**src/hw/rtl/nlls_pkg.sv**
```systemverilog
// ----------------------------------------------------------------------------
// nlls_pkg: shared types and constants of the in-lane leader search
// Field widths, configuration register indexes, reset values, payload
// structs and the control state type used across the block.
// ----------------------------------------------------------------------------
package nlls_pkg;

	localparam int POSITION_BITS = 24;
	localparam int ID_BITS       = 8;

	localparam int LANE_NUM_BITS = 3;
	localparam int LANE_W_BITS   = 12;
	localparam int TIME_BITS     = 12;
	localparam int LAT_BITS      = 15;
	localparam int SPEED_BITS    = 21;
	localparam int EGO_BITS      = POSITION_BITS + 1;
	localparam int FRAC_BITS     = 8;

	// Lane limit compare: (10*lane+14)*width stays below 2^21.
	localparam int LANE_CMP_BITS = 22;

	// Time is unsigned, so it takes one extra bit as a signed factor.
	localparam int PROD_BITS  = TIME_BITS + 1 + SPEED_BITS;
	localparam int SHIFT_BITS = PROD_BITS - FRAC_BITS;
	localparam int WIDE_BITS  = (EGO_BITS > SHIFT_BITS) ? EGO_BITS : SHIFT_BITS;
	localparam int DIFF_BITS  = WIDE_BITS + 2;
	localparam int CNT_BITS   = $clog2(DIFF_BITS + 1);

	localparam int CFG_INDEX_BITS = 3;
	localparam int CFG_DATA_BITS  = EGO_BITS;

	localparam logic [CFG_INDEX_BITS-1:0] CFG_LANE_NUMBER     = 3'd0;
	localparam logic [CFG_INDEX_BITS-1:0] CFG_LANE_WIDTH      = 3'd1;
	localparam logic [CFG_INDEX_BITS-1:0] CFG_LOOP_LEN        = 3'd2;
	localparam logic [CFG_INDEX_BITS-1:0] CFG_EGO_POSITION    = 3'd3;
	localparam logic [CFG_INDEX_BITS-1:0] CFG_LOOK_AHEAD_TIME = 3'd4;
	localparam logic [CFG_INDEX_BITS-1:0] CFG_SEARCH_RANGE    = 3'd5;

	localparam logic [LANE_NUM_BITS-1:0] RST_LANE_NUMBER = 3'd1;
	localparam logic [LANE_W_BITS-1:0]   RST_LANE_WIDTH  = 12'd1024;
	localparam logic [POSITION_BITS-1:0] RST_LOOP_LEN    = POSITION_BITS'(1778062);

	typedef struct packed {
		logic [POSITION_BITS-1:0] obstacle_along;
		logic [LAT_BITS-1:0]      obstacle_lateral;
		logic [SPEED_BITS-1:0]    obstacle_speed;
		logic [ID_BITS-1:0]       obstacle_id;
		logic                     last_obstacle;
	} in_item_t;

	typedef struct packed {
		logic                     found;
		logic [ID_BITS-1:0]       nearest_id;
		logic [POSITION_BITS-1:0] nearest_distance;
	} out_item_t;

	typedef struct packed {
		logic [LANE_NUM_BITS-1:0] lane_number;
		logic [LANE_W_BITS-1:0]   lane_width;
		logic [POSITION_BITS-1:0] loop_len;
		logic [EGO_BITS-1:0]      ego_position;
		logic [TIME_BITS-1:0]     look_ahead_time;
		logic [POSITION_BITS-1:0] search_range;
	} cfg_t;

	typedef struct packed {
		logic load_s1;
		logic load_s2;
	} front_ctl_t;

	typedef struct packed {
		logic               lane_ok;
		logic [ID_BITS-1:0] id;
		logic               last;
	} item_tag_t;

	typedef struct packed {
		logic                     done;
		logic [POSITION_BITS-1:0] ahead;
	} rem_stat_t;

	typedef enum logic [2:0] {
		ST_IDLE,
		ST_MUL,
		ST_SUM,
		ST_DIV,
		ST_UPD
	} state_t;

endpackage

```
**src/hw/rtl/nlls_front.sv**
```systemverilog
// ----------------------------------------------------------------------------
// nlls_front: lane test and position prediction
// Stage 1 checks the lateral offset against the widened lane limits and
// forms speed times look-ahead time. Stage 2 gives the signed along-road
// offset from the ego vehicle, before reduction to the track length.
// ----------------------------------------------------------------------------
module nlls_front import nlls_pkg::*; (
	input  logic                        clk,
	input  front_ctl_t                  ctl,
	input  in_item_t                    item,
	input  cfg_t                        cfg,
	output logic signed [DIFF_BITS-1:0] diff,
	output item_tag_t                   tag
);

	localparam logic signed [LANE_CMP_BITS-1:0] K_TEN      = LANE_CMP_BITS'(10);
	localparam logic signed [LANE_CMP_BITS-1:0] K_FOUR     = LANE_CMP_BITS'(4);
	localparam logic signed [LANE_CMP_BITS-1:0] K_FOURTEEN = LANE_CMP_BITS'(14);

	logic signed [LANE_CMP_BITS-1:0] lat_x, ln_x, w_x, d10, lo, hi;
	logic                            lane_ok;
	logic signed [PROD_BITS-1:0]     time_x, speed_x, prod;
	logic signed [SHIFT_BITS-1:0]    shifted;
	logic signed [DIFF_BITS-1:0]     along_x, shift_x, ego_x;

	logic signed [PROD_BITS-1:0]     prod_s1;
	logic [POSITION_BITS-1:0]        along_s1;
	item_tag_t                       tag_s1;
	logic signed [DIFF_BITS-1:0]     diff_s2;
	item_tag_t                       tag_s2;

	always_comb begin
		lat_x = {{(LANE_CMP_BITS-LAT_BITS){item.obstacle_lateral[LAT_BITS-1]}},
			item.obstacle_lateral};
		ln_x  = LANE_CMP_BITS'(cfg.lane_number);
		w_x   = LANE_CMP_BITS'(cfg.lane_width);
		d10   = lat_x * K_TEN;
		lo    = (ln_x * K_TEN - K_FOUR) * w_x;
		hi    = (ln_x * K_TEN + K_FOURTEEN) * w_x;
		lane_ok = (d10 >= lo) && (d10 <= hi);

		time_x  = PROD_BITS'(cfg.look_ahead_time);
		speed_x = {{(PROD_BITS-SPEED_BITS){item.obstacle_speed[SPEED_BITS-1]}},
			item.obstacle_speed};
		prod    = time_x * speed_x;
	end

	// Dropping the fraction bits of a two's complement product floors it.
	always_comb begin
		shifted = prod_s1[PROD_BITS-1:FRAC_BITS];
		along_x = DIFF_BITS'(along_s1);
		shift_x = {{(DIFF_BITS-SHIFT_BITS){shifted[SHIFT_BITS-1]}}, shifted};
		ego_x   = {{(DIFF_BITS-EGO_BITS){cfg.ego_position[EGO_BITS-1]}},
			cfg.ego_position};
	end

	always_ff @(posedge clk) begin
		if (ctl.load_s1) begin
			prod_s1        <= prod;
			along_s1       <= item.obstacle_along;
			tag_s1.lane_ok <= lane_ok;
			tag_s1.id      <= item.obstacle_id;
			tag_s1.last    <= item.last_obstacle;
		end
		if (ctl.load_s2) begin
			diff_s2 <= along_x + shift_x - ego_x;
			tag_s2  <= tag_s1;
		end
	end

	assign diff = diff_s2;
	assign tag  = tag_s2;

endmodule

```
**src/hw/rtl/nlls_rem.sv**
```systemverilog
// ----------------------------------------------------------------------------
// nlls_rem: bit-serial remainder by the track length
// Restoring remainder on the magnitude, one dividend bit per cycle from a
// shift register, then a fix-up step that maps a negative dividend onto
// the nonnegative remainder in [0, length).
// ----------------------------------------------------------------------------
module nlls_rem import nlls_pkg::*; (
	input  logic                        clk,
	input  logic                        arst_n,
	input  logic                        start,
	input  logic signed [DIFF_BITS-1:0] value,
	input  logic [POSITION_BITS-1:0]    modulus,
	output rem_stat_t                   stat
);

	logic                      step_q, fix_q, done_q;
	logic [CNT_BITS-1:0]       cnt_q;
	logic [DIFF_BITS-1:0]      mag_q;
	logic [POSITION_BITS-1:0]  rem_q, dist_q;
	logic                      neg_q;

	logic [POSITION_BITS-1:0]  mod_eff;
	logic [POSITION_BITS:0]    trial, trial_sub;
	logic [DIFF_BITS-1:0]      mag_in;

	// A zero length behaves as a length of one.
	assign mod_eff = (modulus == '0) ? POSITION_BITS'(1) : modulus;

	always_comb begin
		mag_in    = value[DIFF_BITS-1] ? (~value + DIFF_BITS'(1)) : value;
		trial     = {rem_q, mag_q[DIFF_BITS-1]};
		trial_sub = trial - {1'b0, mod_eff};
	end

	always_ff @(posedge clk or negedge arst_n) begin
		if (!arst_n) begin
			step_q <= 1'b0;
			fix_q  <= 1'b0;
			done_q <= 1'b0;
			cnt_q  <= '0;
		end else begin
			done_q <= !start && !step_q && fix_q;
			if (start) begin
				step_q <= 1'b1;
				cnt_q  <= CNT_BITS'(DIFF_BITS);
			end else if (step_q) begin
				cnt_q <= cnt_q - CNT_BITS'(1);
				if (cnt_q == CNT_BITS'(1)) begin
					step_q <= 1'b0;
					fix_q  <= 1'b1;
				end
			end else if (fix_q) begin
				fix_q <= 1'b0;
			end
		end
	end

	always_ff @(posedge clk) begin
		if (start) begin
			mag_q <= mag_in;
			neg_q <= value[DIFF_BITS-1];
			rem_q <= '0;
		end else if (step_q) begin
			mag_q <= {mag_q[DIFF_BITS-2:0], 1'b0};
			if (trial >= {1'b0, mod_eff}) begin
				rem_q <= trial_sub[POSITION_BITS-1:0];
			end else begin
				rem_q <= trial[POSITION_BITS-1:0];
			end
		end else if (fix_q) begin
			dist_q <= (neg_q && rem_q != '0) ? (mod_eff - rem_q) : rem_q;
		end
	end

	assign stat.done  = done_q;
	assign stat.ahead = dist_q;

`ifndef SYNTH
	a_fix_after_steps: assert property (@(posedge clk) disable iff (!arst_n)
		fix_q |-> !step_q)
		else $error("remainder fix-up overlaps the shift steps");

	a_step_count: assert property (@(posedge clk) disable iff (!arst_n)
		step_q |-> cnt_q != '0)
		else $error("remainder step with an exhausted count");

	a_dist_below_length: assert property (@(posedge clk) disable iff (!arst_n)
		done_q |-> dist_q < mod_eff)
		else $error("remainder not below the track length");
`endif

endmodule

```
**src/hw/rtl/nearest_leader_in_lane_select.sv**
```systemverilog
// ----------------------------------------------------------------------------
// nearest_leader_in_lane_select: nearest in-lane obstacle ahead on a loop track
// Top level with the configuration registers, the control sequencer, the
// running best obstacle and the result register.
// ----------------------------------------------------------------------------
// Each obstacle transaction runs from acceptance until the block can accept
// the next one: the lane test and the speed product, then the offset sum,
// then the remainder by the track length, worked one bit per cycle over
// the signed offset, plus a fix-up, a handoff and an update step. Obstacles
// are taken one at a time. A result appears only for the transaction marked
// last; it waits in an output register, so the next scan may start before it
// is taken, and only a second last transaction stalls behind an untaken
// result. Configuration writes take effect at once and belong between scans.
module nearest_leader_in_lane_select import nlls_pkg::*; (
	input  logic                      clk,
	input  logic                      arst_n,
	input  logic                      in_valid,
	output logic                      in_ready,
	input  in_item_t                  in_data,
	output logic                      out_valid,
	input  logic                      out_ready,
	output out_item_t                 out_data,
	input  logic                      cfg_we,
	input  logic [CFG_INDEX_BITS-1:0] cfg_index,
	input  logic [CFG_DATA_BITS-1:0]  cfg_data
);

	state_t                      state_q, state_d;
	cfg_t                        cfg_q;
	front_ctl_t                  front_ctl;
	logic signed [DIFF_BITS-1:0] diff;
	item_tag_t                   tag;
	logic                        rem_start;
	rem_stat_t                   rem_stat;

	logic                        best_have_q;
	logic [ID_BITS-1:0]          best_id_q;
	logic [POSITION_BITS-1:0]    best_dist_q;
	logic                        out_valid_q;
	out_item_t                   out_q;

	logic                        out_free, upd_go, better;
	logic                        new_have;
	logic [ID_BITS-1:0]          new_id;
	logic [POSITION_BITS-1:0]    new_dist;

	always_ff @(posedge clk or negedge arst_n) begin
		if (!arst_n) begin
			cfg_q.lane_number     <= RST_LANE_NUMBER;
			cfg_q.lane_width      <= RST_LANE_WIDTH;
			cfg_q.loop_len        <= RST_LOOP_LEN;
			cfg_q.ego_position    <= '0;
			cfg_q.look_ahead_time <= '0;
			cfg_q.search_range    <= '1;
		end else if (cfg_we) begin
			unique case (cfg_index)
				CFG_LANE_NUMBER:     cfg_q.lane_number     <= cfg_data[LANE_NUM_BITS-1:0];
				CFG_LANE_WIDTH:      cfg_q.lane_width      <= cfg_data[LANE_W_BITS-1:0];
				CFG_LOOP_LEN:        cfg_q.loop_len        <= cfg_data[POSITION_BITS-1:0];
				CFG_EGO_POSITION:    cfg_q.ego_position    <= cfg_data[EGO_BITS-1:0];
				CFG_LOOK_AHEAD_TIME: cfg_q.look_ahead_time <= cfg_data[TIME_BITS-1:0];
				CFG_SEARCH_RANGE:    cfg_q.search_range    <= cfg_data[POSITION_BITS-1:0];
				default: ;
			endcase
		end
	end

	nlls_front u_front (
		.clk  (clk),
		.ctl  (front_ctl),
		.item (in_data),
		.cfg  (cfg_q),
		.diff (diff),
		.tag  (tag)
	);

	nlls_rem u_rem (
		.clk     (clk),
		.arst_n  (arst_n),
		.start   (rem_start),
		.value   (diff),
		.modulus (cfg_q.loop_len),
		.stat    (rem_stat)
	);

	assign out_free = !out_valid_q || out_ready;

	always_comb begin
		state_d = state_q;
		unique case (state_q)
			ST_IDLE: if (in_valid) state_d = ST_MUL;
			ST_MUL:  state_d = ST_SUM;
			ST_SUM:  state_d = ST_DIV;
			ST_DIV:  if (rem_stat.done) state_d = ST_UPD;
			ST_UPD:  if (!tag.last || out_free) state_d = ST_IDLE;
			default: state_d = ST_IDLE;
		endcase
	end

	always_comb begin
		in_ready          = 1'b0;
		front_ctl.load_s1 = 1'b0;
		front_ctl.load_s2 = 1'b0;
		rem_start         = 1'b0;
		upd_go            = 1'b0;
		unique case (state_q)
			ST_IDLE: begin
				in_ready          = 1'b1;
				front_ctl.load_s1 = in_valid;
			end
			ST_MUL:  front_ctl.load_s2 = 1'b1;
			ST_SUM:  rem_start = 1'b1;
			ST_DIV:  ;
			ST_UPD:  upd_go = !tag.last || out_free;
			default: ;
		endcase
	end

	always_ff @(posedge clk or negedge arst_n) begin
		if (!arst_n) begin
			state_q <= ST_IDLE;
		end else begin
			state_q <= state_d;
		end
	end

	// The earlier obstacle keeps a tie, so only a strictly smaller distance wins.
	always_comb begin
		better = tag.lane_ok && (rem_stat.ahead < cfg_q.search_range) &&
			(!best_have_q || rem_stat.ahead < best_dist_q);
		new_have = best_have_q || better;
		new_id   = better ? tag.id : best_id_q;
		new_dist = better ? rem_stat.ahead : best_dist_q;
	end

	always_ff @(posedge clk or negedge arst_n) begin
		if (!arst_n) begin
			best_have_q <= 1'b0;
			best_id_q   <= '0;
			best_dist_q <= '0;
			out_valid_q <= 1'b0;
		end else begin
			if (upd_go && tag.last) begin
				out_valid_q <= 1'b1;
			end else if (out_ready) begin
				out_valid_q <= 1'b0;
			end
			if (upd_go) begin
				if (tag.last) begin
					best_have_q <= 1'b0;
					best_id_q   <= '0;
					best_dist_q <= '0;
				end else begin
					best_have_q <= new_have;
					best_id_q   <= new_id;
					best_dist_q <= new_dist;
				end
			end
		end
	end

	always_ff @(posedge clk) begin
		if (upd_go && tag.last) begin
			out_q.found            <= new_have;
			out_q.nearest_id       <= new_have ? new_id : '0;
			out_q.nearest_distance <= new_have ? new_dist : '0;
		end
	end

	assign out_valid = out_valid_q;
	assign out_data  = out_q;

`ifndef SYNTH
	a_rem_done_in_div: assert property (@(posedge clk) disable iff (!arst_n)
		rem_stat.done |-> state_q == ST_DIV)
		else $error("remainder finished outside its wait state");

	a_result_from_update: assert property (@(posedge clk) disable iff (!arst_n)
		$rose(out_valid_q) |-> $past(state_q == ST_UPD))
		else $error("result register loaded outside the update state");

	a_empty_result_zero: assert property (@(posedge clk) disable iff (!arst_n)
		out_valid_q && !out_q.found |->
			out_q.nearest_id == '0 && out_q.nearest_distance == '0)
		else $error("result without a leader carries nonzero fields");
`endif

endmodule

```
**config.mk**
```make
export PLATFORM = sky130hd
export DESIGN_NAME = nearest_leader_in_lane_select
export DESIGN_NICKNAME = d
export VERILOG_FILES = /design/src/hw/rtl/nlls_pkg.sv /design/src/hw/rtl/nlls_front.sv /design/src/hw/rtl/nlls_rem.sv /design/src/hw/rtl/nearest_leader_in_lane_select.sv
export SDC_FILE = /design/constraint.sdc
export NUM_CORES = 2
export LEC_CHECK = 0
export CORE_MARGIN = 2
export CORE_UTILIZATION = 35
export DETAILED_ROUTE_END_ITERATION = 8
export DONT_BUFFER_PORTS = 1
export PLACE_DENSITY = 0.46
export SYNTH_ARGS = -nofsm -noshare
export SYNTH_HDL_FRONTEND = slang
export SYNTH_SLANG_ARGS = --single-unit
```
**constraint.sdc**
```tcl
create_clock -name clk -period 12.4 [get_ports clk]
set_input_delay 1.24 -clock clk [delete_from_list [all_inputs] [get_ports clk]]
set_output_delay 1.24 -clock clk [all_outputs]
set_load 0.02 [all_outputs]
```
* After elaboration in Yosys (flattened, before gate mapping)
Index checks and enable logic that the tools add are counted.
** Operators by class
- Multipliers :: 5
- $add $sub $neg :: 8
- Bitwise operators :: 3
- Mux-type cells :: 29
- Magnitude comparators :: 5
- Reduce and logical (&&, ||, !) cells :: 31
- Eq/ne operators :: 14
** Operators with widths (number)
- 24-bit two-way mux :: 5
- 28-bit two-way mux :: 3
- 24-bit less-than comparator :: 2
- 24-bit subtractor :: 2
- 22-bit by 13-bit multiplier with 22-bit output :: 2
- 13-bit by 21-bit multiplier with 34-bit output :: 1
- 28-bit by 2-bit adder with 28-bit output (second input constant) :: 1
- 28-bit NOT :: 1
- 27-bit by 25-bit subtractor with 28-bit output :: 1
- 25-bit by 26-bit adder with 27-bit output :: 1
- 25-bit by 24-bit >= comparator with 1-bit output :: 1
- 24-bit zero test :: 1
- 24-bit nonzero test :: 1
- 22-bit by 5-bit adder with 22-bit output (second input constant) :: 1
- 22-bit >= comparator :: 1
- 22-bit less-or-equal comparator :: 1
- 22-bit by 4-bit subtractor with 22-bit output (second input constant) :: 1
- 15-bit by 4-bit multiplier with 19-bit output (second input constant) :: 1
- 8-bit two-way mux :: 2
- 3-bit one-hot mux with 5 select lines :: 1
- 2-bit AND reduction :: 7
- 1-bit two-way mux :: 13
- 3-bit by 2-bit == test with 1-bit output (second input constant) :: 4
- 5-bit two-way mux :: 2
- 15 further kinds :: 39
** Storage, ports and cells
- Bits of input ports :: 102
- Register bits :: 361
- Output and inout port bits :: 35

* Logic depth before layout (Yosys ltp)
- Depth in word-level cells :: 6
- Depth in mapped cells :: 32
- Depth with buffers taken out :: 31

* Cells and area by module
From an unflattened synthesis, not the netlist that was laid out.
** Second synthesis, totals
- Cells, all modules :: 3672
- Area, all modules :: 36013.3 um^2
** By module, submodules not included
- nlls_front :: instances 1, area each 21329.2 um^2, seq. area each 2942.8 um^2, cells each 2268
- nearest_leader_in_lane_select :: instances 1, area each 7900.1 um^2, seq. area each 4464.3 um^2, cells each 607
- nlls_rem :: instances 1, area each 6784.0 um^2, seq. area each 2272.2 um^2, cells each 797

* Worst setup path before layout
No wires, ideal clock.
- Path kind :: reg2reg
- Start point :: register cfg_q[97] (netlist name)
- End point :: register u_front.tag_s1[9] (netlist name), data pin
- Buffers on the path :: 1
- Stages on the path, launching flop included :: 28
- Data arrival time :: 7429 ps
- Setup slack :: 4813 ps
- Cells stage by stage :: dfstp_2 ha_1 ha_1 nor4b_1 clkbuf_1 nand2_1 fa_1 inv_1 fa_1 inv_1 fa_1 inv_1 fa_1 inv_1 fa_1 inv_1 ha_1 and2_1 o21ai_0 o31ai_1 o41ai_1 xnor2_1 ha_1 nand4_1 or4_1 nor3_1 a21oi_1 a22oi_1
** Between the ends
- Longest elaborated chain between the ends :: 5
** RTL lines
- from (decl) :: line nearest_leader_in_lane_select.sv:29 : cfg_t cfg_q;
- 3-bit by 3-bit multiplier with 6-bit output (*) :: line nlls_front.sv:38, nlls_front.sv:39
- 22-bit by 4-bit subtractor with 22-bit output / 22-bit by 5-bit adder with 22-bit output (equally long branches) :: line nlls_front.sv:38, nlls_front.sv:39
- 22-bit by 13-bit multiplier with 22-bit output, on equally long branches :: line nlls_front.sv:38, nlls_front.sv:39
- 22-bit >= comparator / 22-bit less-or-equal comparator (equally long branches) :: line nlls_front.sv:40 : lane_ok = (d10 >= lo) && (d10 <= hi);
- 1-bit logical AND (*) :: line nlls_front.sv:40
- via u_front.lane_ok :: line nlls_front.sv:21 : logic lane_ok;
- to (decl) :: line nlls_front.sv:28 : item_tag_t tag_s1;
The timed path passes the listed nets; every way through them passes the cells marked *.
A chain may end at the register's enable or synchronous reset.

* Final worst setup path
Ends and elaborated chain as after synthesis.

==> results.py <==
metrics = {
    "global_routing": {
        "grt_first_pass_wirelength_um": 157000,
        "antenna_found_initial": 11,
        "grt_pass1_vias": 27300,
        "grt_max_degree": 146,
        "grt.total_usage_pct": 17.8,
        "grt.overflow.total": 0,
    },
    "setup_path": {
        "start_kind": "register",
        "crit_required_ns": 12.81,
        "r2r_start": "cfg_q[97]$_DFFE_PN1P_",
        "timing.rr.end": "u_front.tag_s1[9]$_DFFE_PP_",
        "worst_r2r_path_depth": 30,
        "cp_common_cell": "ha_1",
        "critPathMaxFanout": 28,
        "critPathMaxStageDelay_ns": 0.91,
        "worstSetupEndpointType": "register",
        "crit_family": "adder cells",
        "slowest_stage": "xnor2_1",
        "rrSetupSlack_ns": 3.80,
        "critPathBufInv": 5,
        "worstSetupPathType": "register to register",
        "cp.arrival_ns": 9.02,
    },
    "synthesis": {
        "synth-seq-cells": 353,
        "netlist_area_mm2": 0.0381,
        "ys_warn_count": 0,
        "syn-num-nets": 4894,
        "syn_inst": 3978,
        "synth.area.top_cells": "fa_1 (22%), edfxtp_1 (15%), ha_1 (13%), inv_1 (7.7%), dfrtp_1 (7.2%)",
        "seq_area_frac_synth_pct": 25.4,
        "synth_edf_count": 184,
        "syn_area_per_cell_um2": 9.58,
        "ys.flop_type": "edfxtp_1",
        "synth-async-reset-ratio_pct": 41.1,
        "synth.distinct_cells": 78,
        "yosysTopAreaCell": "fa_1",
        "synthTopCellsByCount": "inv_1 (779), fa_1 (417), ha_1 (397)",
        "synth_top_area_share_pct": 21.9,
        "synth_most_common_cell": "inv_1",
    },
    "clock_tree": {
        "cts_resized": 0,
        "cts_made_buffers": 42,
        "hold_buffers": 0,
        "cts.clk_slew.worst_paths_ns": 0.07,
        "cts_tree": "built",
        "htreeDepth": 2,
        "cts_sinks": 353,
        "clk_latency_ns": 0.58,
        "cts_max_path_buffers": 3,
        "cts-root-buf": "clkbuf_16",
        "postCtsSetupRepairBufs": 0,
    },
    "layout": {
        "final_layout_size_suffix_gt1_share_pct": 5.98,
        "regArea_mm2": 0.00968,
        "nFillCells": 11000,
        "fin_nets": 4811,
        "areaGrowthSynthToFinish_pct": 7.50,
        "multiInputGateArea_mm2": 0.0249,
    },
    "min_path": {
        "hold_class": "input pin to asynchronous set/reset pin",
    },
    "die": {
        "die_h_um": 334,
        "core_area_mm2": 0.108,
        "die_w_um": 334,
        "rows": 121,
        "initial_core_util_pct": 35.1,
        "io_pins": 137,
        "die_area_mm2": 0.111,
    },
    "timing": {
        "tightest_slew_ns": 1.11,
        "slew_viol_final": 0,
        "maxSlewHeadroom_pct": 25.5,
        "fmaxAchievable_ghz": 0.116,
        "skew_ns": 0.0178,
        "setup_viol": 0,
        "finalCritPeriodShare_pct": 69.4,
        "finalCriticalPeriod_ns": 8.60,
        "timing_hold_violations_final": 0,
        "finalSetupTns_ns": 0,
        "rsz0062_at_grt": "false",
    },
    "detailed_routing": {
        "drt_first_iter_violations": 1084,
        "drc": 0,
        "ant_nets": 0,
        "vias": 26000,
        "wirelength_um": 97000,
        "drt-pass1-iter-count": 5,
        "via_per_inst": 4.86,
        "wl_per_cell_um": 18.1,
    },
    "placed_design": {
        "place.gp.congestion": 0.835,
        "io_buffers": 0,
        "place_hpwl_um": 76300,
    },
    "status": {
        "status": "complete, no violations",
    },
    "flow_run": {
        "drv_cap": 0,
    },
}
-- worst register-to-register path: cells and delay by family (launching register included) --
| kind | cells | cell delay (ns) |
|---|---|---|
| adders and majority gates | 9 | 3.01 |
| AOI/OAI and AO/OA | 10 | 2.34 |
| xor gates and xnor gates | 2 | 1.00 |
| DFF | 1 | 0.89 |
| and+or+nand+nor | 4 | 0.81 |
| buffers and inverters | 5 | 0.40 |
-- state kept, by name, indices dropped and copies added, names as in the netlist, 3 cells and up --
signal and flops:
best_id_q 8, u_front.tag_s1 10, u_rem.rem_q 24, u_front.prod_s1 26, u_rem.cnt_q 5, best_dist_q 24, cfg_q 100, u_front.tag 10
u_rem.dist_q 24, u_rem.mag_q 28, out_data 33, u_front.diff 28, state_q 3, u_front.along_s1 24
-- cell type report --
class	instances	area share (%)
antenna	2	0.0122
clock buffer	57	2.98
sequential	353	23.6
multi-input combinational	2685	60.8
timing repair buffer	31	0.568
clock inverter	20	0.495
tap	1414	4.32
inverter	782	7.17
-- routing by layer --
metal / global-route usage (%) / share of wire [%] / vias up
met2: 29.2 / 46 / 383
met5: 0 / 0.013 / -
met4: 3.41 / 1.8 / 2
met3: 3.15 / 4.6 / 94
met1: 24.7 / 47 / 12800
li1: - / - / 12700
-- worst max-delay path by stage --
stage,start,endpoint,slack (ns),depth (start not counted)
after global placement,cfg_q[97]$_DFFE_PN1P_,u_front.tag_s1[9]$_DFFE_PP_,3.86,30
after detailed placement,cfg_q[97]$_DFFE_PN1P_,u_front.tag_s1[9]$_DFFE_PP_,3.74,30
after global routing,cfg_q[97]$_DFFE_PN1P_,u_front.tag_s1[9]$_DFFE_PP_,3.04,30
final,cfg_q[97]$_DFFE_PN1P_,u_front.tag_s1[9]$_DFFE_PP_,3.80,30
after CTS,cfg_q[97]$_DFFE_PN1P_,u_front.tag_s1[9]$_DFFE_PP_,3.74,30
after floorplan,cfg_q[97]$_DFFE_PN1P_,u_front.tag_s1[9]$_DFFE_PP_,4.81,27
-- cell families (layout without fill, tap and decap cells) --
logic type	count (synthesis)	in the layout	synth area share, %
AOI/OAI and AO/OA	588	588	10.0
xor gates and xnor gates	167	167	3.84
adders and majority gates	814	814	35.0
buffers and inverters	940	890	9.32
DFF	353	353	25.4
muxes	115	115	3.27
other	0	2	0
and+or+nand+nor	1001	1001	13.2
-- stage by stage --
step / hold slack, ns / util (%) / std cells / area, um^2 / worst slack [ns]
after CTS: 0.323 / 37.8 / 5342 / 40900 / 3.74
after global routing: 0.331 / 37.8 / 5342 / 40900 / 3.04
after floorplan: 0.400 / - / 3978 / 38100 / 4.81
final: 0.365 / 37.8 / 5344 / 41000 / 3.80
after global placement: 0.406 / 36.5 / 5265 / 39500 / 3.86
after detailed placement: 0.407 / 36.5 / 5265 / 39500 / 3.74
-- cell usage in the layout (no fill, tap or decap), drive strengths merged, types with 9 or more instances in the layout --
cell	instances
a31oi	11
and2	207
o211ai	37
nand4	22
o21ai	148
a211oi	38
o21a	22
nor4	18
nor3	43
o21bai	12
or3	17
nand2b	50
xnor2	96
a21o	70
o31ai	46
a21oi	127
inv	780
clkinv	17
dfstp	36
mux2	75
nand3	38
mux2i	40
or2	9
nand2	371
nor2b	67
nor2	112
ha	397
xor2	71
dfxtp	24
fa	417
clkbuf	57
dfrtp	109
and3	14
buf	31
edfxtp	184
Power is left out: the tool's default activity adds up to more than one toggle a clock period on the data nets, which glitch-free logic cannot reach.
